$ cat src/rtl/assert_macros.svh
// Assertion macros used by the blit RTL.
`ifndef ASSERT_MACROS_SVH
`define ASSERT_MACROS_SVH

// Same-cycle implication, sampled on clk_i, off while rst_ni is low
`define ASSERT_IMPL(lbl, ante, cons, msg) \
  lbl: assert property (@(posedge clk_i) disable iff (!rst_ni) (ante) |-> (cons)) \
    else $error(msg);

// Next-cycle implication, sampled on clk_i, off while rst_ni is low
`define ASSERT_NEXT(lbl, ante, cons, msg) \
  lbl: assert property (@(posedge clk_i) disable iff (!rst_ni) (ante) |=> (cons)) \
    else $error(msg);

`endif

$ cat src/rtl/mab_pkg.sv
// Types, constants and helper functions of the masked alpha blit.
package mab_pkg;

  localparam int unsigned MaxDim       = 4096;
  localparam int unsigned ShadowOffset = 3;
  localparam int unsigned CoordW       = 13;
  localparam int unsigned SizeW        = 13;
  localparam int unsigned CntW         = 12;
  localparam int unsigned PosW         = 15;
  localparam int unsigned AddrW        = 24;
  localparam int unsigned PixW         = 32;
  localparam int unsigned ColorW       = 24;
  localparam int unsigned CfgIdxW      = 4;
  localparam int unsigned CfgDataW     = 32;

  typedef enum logic [CfgIdxW-1:0] {
    CFG_POS_X       = 4'd0,
    CFG_POS_Y       = 4'd1,
    CFG_DEST_WIDTH  = 4'd2,
    CFG_DEST_HEIGHT = 4'd3,
    CFG_MASK_WIDTH  = 4'd4,
    CFG_MASK_HEIGHT = 4'd5,
    CFG_FILL_COLOR  = 4'd6,
    CFG_SHADOW_PASS = 4'd7
  } cfg_idx_e;

  // Item held in the input register
  typedef struct packed {
    logic [7:0]             alpha;
    logic [PixW-1:0]        pixel;
    logic signed [PosW-1:0] x;
    logic signed [PosW-1:0] y;
    logic                   last;
  } stage_t;

  // Exact truncating divide by 255 for values up to 255*255
  function automatic logic [7:0] div255(input logic [15:0] v);
    logic [16:0] t;
    t = {1'b0, v} + 17'd1 + {9'd0, v[15:8]};
    return t[15:8];
  endfunction

  // Blend one channel: (src*a + dst*(255-a)) / 255
  function automatic logic [7:0] blend_chan(input logic [7:0] src, input logic [7:0] dst,
                                            input logic [7:0] a);
    logic [15:0] s;
    s = (16'(src) * 16'(a)) + (16'(dst) * 16'(8'hFF - a));
    return div255(s);
  endfunction

  // Last counter value for a mask size: zero counts as one, cap at the counter span
  function automatic logic [CntW-1:0] mask_last(input logic [SizeW-1:0] v);
    logic [SizeW-1:0] m;
    if (v == '0) begin
      m = '0;
    end else if (v > SizeW'(1 << CntW)) begin
      m = SizeW'((1 << CntW) - 1);
    end else begin
      m = v - SizeW'(1);
    end
    return m[CntW-1:0];
  endfunction

  // Destination size: zero counts as one, cap at MaxDim
  function automatic logic [SizeW-1:0] dest_clamp(input logic [SizeW-1:0] v);
    logic [SizeW-1:0] m;
    if (v == '0) begin
      m = SizeW'(1);
    end else if (v > SizeW'(MaxDim)) begin
      m = SizeW'(MaxDim);
    end else begin
      m = v;
    end
    return m;
  endfunction

endpackage

$ cat src/rtl/masked_alpha_blit_with_clipping.sv
// Masked solid-color alpha blit with destination clipping, two register stages.
//
//  channel | signals                                        | role
//  --------+------------------------------------------------+---------------------------
//  in      | in_valid_i, in_ready_o, mask_alpha_i,          | mask byte + dest pixel
//          | dest_pixel_i                                   |
//  out     | out_valid_o, out_ready_i, write_enable_o,      | write strobe, address,
//          | dest_address_o, out_pixel_o, last_o            | blended pixel, end of pass
//  cfg     | cfg_valid_i, cfg_ready_o, cfg_index_i,         | register writes, always ready
//          | cfg_data_i                                     |
//
// One item per clock while the output is not stalled; a result passes through the input
// register (position add) and then the result register (multiply for address, blend
// multipliers and divide by 255).
// Reset clears the mask counters and both valid flags and sets the configuration registers to their defaults.
// A stalled output holds its result; the input register keeps accepting while the
// result register is free or being drained.
module masked_alpha_blit_with_clipping (
  input  logic                            clk_i,
  input  logic                            rst_ni,
  input  logic                            in_valid_i,
  output logic                            in_ready_o,
  input  logic [7:0]                      mask_alpha_i,
  input  logic [mab_pkg::PixW-1:0]        dest_pixel_i,
  output logic                            out_valid_o,
  input  logic                            out_ready_i,
  output logic                            write_enable_o,
  output logic [mab_pkg::AddrW-1:0]       dest_address_o,
  output logic [mab_pkg::PixW-1:0]        out_pixel_o,
  output logic                            last_o,
  input  logic                            cfg_valid_i,
  output logic                            cfg_ready_o,
  input  logic [mab_pkg::CfgIdxW-1:0]     cfg_index_i,
  input  logic [mab_pkg::CfgDataW-1:0]    cfg_data_i
);
  import mab_pkg::*;

  `include "assert_macros.svh"

  // Configuration registers
  logic [CoordW-1:0] pos_x_q, pos_y_q;
  logic [SizeW-1:0]  dest_w_q, dest_h_q, mask_w_q, mask_h_q;
  logic [ColorW-1:0] fill_q;
  logic              shadow_q;

  // Mask counters
  logic [CntW-1:0] col_q, col_d, row_q, row_d;

  // Pipeline
  stage_t s1_q, s1_d;
  logic   s1_valid_q;
  logic   s2_adv, in_xfer;

  logic              we_d, last_d;
  logic [AddrW-1:0]  addr_d;
  logic [PixW-1:0]   pix_d;

  assign cfg_ready_o = 1'b1;

  // Write configuration registers
  always_ff @(posedge clk_i or negedge rst_ni) begin
    if (!rst_ni) begin
      pos_x_q  <= '0;
      pos_y_q  <= '0;
      dest_w_q <= SizeW'(1);
      dest_h_q <= SizeW'(1);
      mask_w_q <= SizeW'(1);
      mask_h_q <= SizeW'(1);
      fill_q   <= '0;
      shadow_q <= 1'b0;
    end else if (cfg_valid_i && cfg_ready_o) begin
      case (cfg_idx_e'(cfg_index_i))
        CFG_POS_X:       pos_x_q  <= cfg_data_i[CoordW-1:0];
        CFG_POS_Y:       pos_y_q  <= cfg_data_i[CoordW-1:0];
        CFG_DEST_WIDTH:  dest_w_q <= cfg_data_i[SizeW-1:0];
        CFG_DEST_HEIGHT: dest_h_q <= cfg_data_i[SizeW-1:0];
        CFG_MASK_WIDTH:  mask_w_q <= cfg_data_i[SizeW-1:0];
        CFG_MASK_HEIGHT: mask_h_q <= cfg_data_i[SizeW-1:0];
        CFG_FILL_COLOR:  fill_q   <= cfg_data_i[ColorW-1:0];
        CFG_SHADOW_PASS: shadow_q <= cfg_data_i[0];
        default: ;
      endcase
    end
  end

  // Handshake: result register frees when empty or drained
  assign s2_adv     = !out_valid_o || out_ready_i;
  assign in_ready_o = !s1_valid_q || s2_adv;
  assign in_xfer    = in_valid_i && in_ready_o;

  // Place the byte and advance the raster counters
  always_comb begin
    logic                   row_end, col_end;
    logic signed [PosW-1:0] off;
    row_end = col_q >= mask_last(mask_w_q);
    col_end = row_q >= mask_last(mask_h_q);
    off     = shadow_q ? PosW'(ShadowOffset) : '0;

    s1_d.alpha = mask_alpha_i;
    s1_d.pixel = dest_pixel_i;
    s1_d.x     = $signed({{(PosW-CoordW){pos_x_q[CoordW-1]}}, pos_x_q})
               + $signed({{(PosW-CntW){1'b0}}, col_q}) + off;
    s1_d.y     = $signed({{(PosW-CoordW){pos_y_q[CoordW-1]}}, pos_y_q})
               + $signed({{(PosW-CntW){1'b0}}, row_q}) + off;
    s1_d.last  = row_end && col_end;

    if (row_end) begin
      col_d = '0;
      row_d = col_end ? '0 : row_q + CntW'(1);
    end else begin
      col_d = col_q + CntW'(1);
      row_d = row_q;
    end
  end

  // Hold counters and the input stage
  always_ff @(posedge clk_i or negedge rst_ni) begin
    if (!rst_ni) begin
      col_q      <= '0;
      row_q      <= '0;
      s1_valid_q <= 1'b0;
    end else begin
      if (in_xfer) begin
        col_q <= col_d;
        row_q <= row_d;
      end
      if (in_ready_o) begin
        s1_valid_q <= in_valid_i;
      end
    end
  end

  always_ff @(posedge clk_i) begin
    if (in_xfer) begin
      s1_q <= s1_d;
    end
  end

  // Clip, address and blend
  always_comb begin
    logic [SizeW-1:0]   dw, dh;
    logic               in_frame;
    logic [2*SizeW-1:0] prod;
    logic [7:0]         a, oa, orr, og, ob;
    dw       = dest_clamp(dest_w_q);
    dh       = dest_clamp(dest_h_q);
    in_frame = !s1_q.x[PosW-1] && !s1_q.y[PosW-1]
            && (s1_q.x[PosW-2:0] < {{(PosW-1-SizeW){1'b0}}, dw})
            && (s1_q.y[PosW-2:0] < {{(PosW-1-SizeW){1'b0}}, dh});
    a        = s1_q.alpha;
    we_d     = in_frame && (a != 8'd0);
    last_d   = s1_q.last;

    prod   = {{(2*SizeW-CntW){1'b0}}, s1_q.y[CntW-1:0]} * {{SizeW{1'b0}}, dw};
    oa     = a + div255(16'(s1_q.pixel[31:24]) * 16'(8'hFF - a));
    orr    = blend_chan(fill_q[23:16], s1_q.pixel[23:16], a);
    og     = blend_chan(fill_q[15:8],  s1_q.pixel[15:8],  a);
    ob     = blend_chan(fill_q[7:0],   s1_q.pixel[7:0],   a);

    if (we_d) begin
      addr_d = prod[AddrW-1:0] + {{(AddrW-CoordW){1'b0}}, s1_q.x[CoordW-1:0]};
      pix_d  = {oa, orr, og, ob};
    end else begin
      addr_d = '0;
      pix_d  = '0;
    end
  end

  // Result register
  always_ff @(posedge clk_i or negedge rst_ni) begin
    if (!rst_ni) begin
      out_valid_o <= 1'b0;
    end else if (s2_adv) begin
      out_valid_o <= s1_valid_q;
    end
  end

  always_ff @(posedge clk_i) begin
    if (s2_adv && s1_valid_q) begin
      write_enable_o <= we_d;
      dest_address_o <= addr_d;
      out_pixel_o    <= pix_d;
      last_o         <= last_d;
    end
  end

  // Checks
  `ASSERT_IMPL(a_zero_when_skipped, out_valid_o && !write_enable_o,
               dest_address_o == '0 && out_pixel_o == '0, "skipped result not zero")
  `ASSERT_IMPL(a_written_alpha, out_valid_o && write_enable_o,
               out_pixel_o[31:24] != 8'd0, "written pixel has zero alpha")
  `ASSERT_NEXT(a_wrap_after_last, in_xfer && s1_d.last,
               col_q == '0 && row_q == '0, "counters did not wrap after last byte")
  `ASSERT_IMPL(a_stall_cause, !in_ready_o,
               s1_valid_q && out_valid_o && !out_ready_i, "input stalled without cause")

endmodule

$ cat config.mk
export PLATFORM = sky130hd
export DESIGN_NAME = masked_alpha_blit_with_clipping
export DESIGN_NICKNAME = d
export VERILOG_FILES = /design/src/rtl/mab_pkg.sv /design/src/rtl/masked_alpha_blit_with_clipping.sv
export VERILOG_INCLUDE_DIRS = /design/src /design/src/rtl
export SDC_FILE = /design/constraint.sdc
export NUM_CORES = 2
export LEC_CHECK = 0
export BUFFER_PORTS_ARGS = -buffer_cell sky130_fd_sc_hd__buf_2
export CAP_MARGIN = 20
export CORE_MARGIN = 3
export CORE_UTILIZATION = 40
export CTS_CLUSTER_SIZE = 30
export DETAILED_ROUTE_END_ITERATION = 8
export SYNTH_ARGS = -nofsm -noshare
export SYNTH_HDL_FRONTEND = slang
export SYNTH_SLANG_ARGS = --single-unit
$ cat constraint.sdc
create_clock -name clk_i -period 24.5 [get_ports clk_i]
set_clock_uncertainty 0.15 [all_clocks]
set_input_delay 1.225 -clock clk_i [delete_from_list [all_inputs] [get_ports clk_i]]
set_output_delay 1.225 -clock clk_i [all_outputs]
set_load 0.05 [all_outputs]
==> metrics <==
hold violation total from the final report=0; Final TNS setup=0 ns; total number of vias=between 20000 and 25000; clock tree root buffer cell=clkbuf_16; post-synthesis instance area=around 35000 sq um; Register-to-Register Path Depth=31; final design utilization=about 44%; number of setup violations in the final report=0; count of pins on the block boundary=around 140; CP arrival=9.19 ns; Row Count=around 110; initial drt markers=~1100; capturing point of the worst reg2reg path=out_pixel_o[15]; Fin Hold WS=between 0.3 and 0.4 ns; count of antenna diodes in the layout=0; total of cells resized after clock tree synthesis=0; cell taking the most area after synthesis=fa_1; via count of the first global-routing pass=between 20000 and 25000; 1st-pass router iterations=5; global-route wire length before repair=approximately 130000 um; highest-delay cell along the critical path=nor4b_1; Setup crit start kind=flip-flop; clock latency on the worst-skew pair=roughly 0.59 ns; floorplan die area=90800 sq um; Top Family by Delay on Critical Path=adder cells; period utilisation layout=a little under two fifths; setup repair after global routing missed its margin=false; Post-Synth Adder-Cell Area=between 40 and 50%; Compound-Gate Fraction of Synth Area=7.03%; pin count of the biggest net entering global routing=66; Data required, critical path=24.66 ns; signed area change from the synthesized netlist to the final layout=8.75%; gate count of the mapped netlist=3616; global-route congestion overflow total=0; number of warnings issued by yosys=0; Buffers & Inverters on Critical Path=6; post-synthesis sequential area ratio=a little over 20%; worst reg2reg startpoint=s1_q[67]; buffer depth of the longest clock path=3; max-cap violation count=0; Slew Limit Headroom=between 20% and 30%; Main synth FF type=edfxtp_1; largest stage delay on the critical path=~0.71 ns; Core ar.=approximately 86000 sq um; WS Path Type=flip-flop to flip-flop; class of the tightest hold or removal check=flip-flop to flip-flop; per-cell routed wire length=16.0 um; Peak Freq=~110 MHz; Initial Util=40.7%; number of H-tree levels=2; Top cell by count, worst path=fa_1; antenna violations before repair=4; xor and xnor fraction of the mapped netlist area=3.36%; number of enable-type register cells in the synthesized netlist=around 130; post-CTS setup repair buffer count=0; library cells used by synthesis=78; leading post-synthesis cells by cell area=fa_1 26%, ha_1 15%, edfxtp_1 11%; transition at the pin with the smallest max-transition slack=1.08 ns; post-layout minimum cycle time=roughly 9.0 ns; Hold Crit Endpoint=last_o; clock input transition at the sequential cells of the worst setup and hold paths=roughly 0.060 ns; capturing element type of the critical path=flip-flop; combinational family with the most area after synthesis=adder cells; Max Slew Vio Count=0; fraction of final layout cells with drive strength greater than 1=9.33%; simple-gate area share of the yosys netlist=between 10% and 20%; Final ANT Viol Nets=0; Post-CTS Hold Fix Bufs=0; total length of routed wires=between 70000 and 80000 um; multiplexer area fraction after synthesis=under 10%; drt via density=approximately 4.9; port bufs=132; RD Place Congestion=~0.81; CTS buffer count=34; clock sink total=between 200 and 300; fraction of synthesis flops using an asynchronous set or reset pin=50.0%; overall die height=about 300 um; crit path max fanout=slightly below 60; overall die width=approximately 300 um; top cell type's share of synthesized area=25.9%; estimated wirelength of the detail-placed design=59500 um; hold path cells=0; Post-layout nets=between 4000 and 5000; number of storage elements in the synthesis netlist=258; outcome=finished clean; synthesized area per cell=9.65 sq um; Remaining DRCs=0; GRT Util Overall=17.7%; hold path startpoint=last_d; r2r setup slk=approximately 15 ns; CTS tree=yes
## synthesized netlist by cell type, types with 8 or more instances
cell type,instances
a21oi_1,88
o2111ai_1,8
xor2_1,39
dfrtp_1,125
a211oi_1,14
nor4_1,15
nand3b_1,8
o21ai_0,73
nor2b_1,191
nand4_1,11
o211ai_1,8
edfxtp_1,129
nand2_1,289
nor3_1,51
xnor2_1,95
a31oi_1,12
a21o_1,49
nor3b_1,14
inv_1,682
nor2_1,149
clkbuf_1,100
and2_1,151
o21bai_1,12
and3_1,14
or3_1,19
mux2_2,103
buf_1,16
nand2b_1,108
nand3_1,27
o21a_1,29
fa_1,451
or2_2,8
o31ai_1,12
ha_1,425
## cell families after synthesis
logic type	Yosys count
other cells	2
compound gates	364
simple gates	1075
buf+inv	800
xor+xnor	134
mux	106
flops	258
fa+ha+maj	877
## worst max-delay path by stage
stage / start / endpoint / slack (ns) / depth (start not counted)
2_1_floorplan: s1_q[64] / out_pixel_o[31] / 16.54 / 33
3_3_place_gp: s1_q[67] / out_pixel_o[15] / 15.68 / 31
3_5_place_dp: s1_q[67] / out_pixel_o[15] / 15.59 / 31
4_1_cts: s1_q[68] / out_pixel_o[31] / 15.56 / 33
5_1_grt: s1_q[67] / out_pixel_o[15] / 14.93 / 31
6_report: s1_q[67] / out_pixel_o[15] / 15.47 / 31
## layout make-up
type	instances	area [sq um]
tap	1144	1430
fill	8274	47900
clock buffer	43	946
sequential	258	7110
multi-input combinational	2560	24800
timing repair buffer	156	847
inverter	682	2560
clock inverter	19	240
## flip-flops by register name (all words and copies together), names as in the netlist, 13 cells and up
register        cells
dest_address_o     24
dest_h_q           13
dest_w_q           13
fill_q             24
mask_h_q           13
mask_w_q           13
out_pixel_o        32
pos_x_q            13
pos_y_q            13
s1_q               70
## placed cells by master (no fill, tap or decap), types with 15 or more instances in the layout
cell	count
a21o_1	49
nand3_1	27
or3_1	19
inv_1	681
and2_1	150
nand2_1	289
o21a_1	29
dfrtp_1	125
nor2_1	149
nor3_1	51
clkbuf_16	35
xor2_1	39
nand2b_1	108
fa_1	451
ha_1	425
buf_2	131
edfxtp_1	129
mux2_2	103
buf_4	24
nor2b_1	191
o21ai_0	73
xnor2_1	95
nor4_1	15
a21oi_1	88
## metal layers
| layer | track usage (%) | wire [um] | up-vias |
|---|---|---|---|
| met5 | 0 | 0 | - |
| li1 | - | - | 11700 |
| met4 | 3.62 | 1410 | 0 |
| met1 | 25.3 | 37800 | 11900 |
| met3 | 2.07 | 3150 | 72 |
| met2 | 28.8 | 35600 | 362 |
## through the flow
step           cells  setup slack (ns)  cell area [sq um]
2_1_floorplan   3618             16.54              34900
3_3_place_gp    4798             15.68              36800
3_5_place_dp    4798             15.59              36800
4_1_cts         4860             15.56              37900
5_1_grt         4862             14.93              38000
6_report        4862             15.47              38000
Power is not shown: default switching activity piles up to over one toggle a cycle in this logic, so the estimate is an artifact.
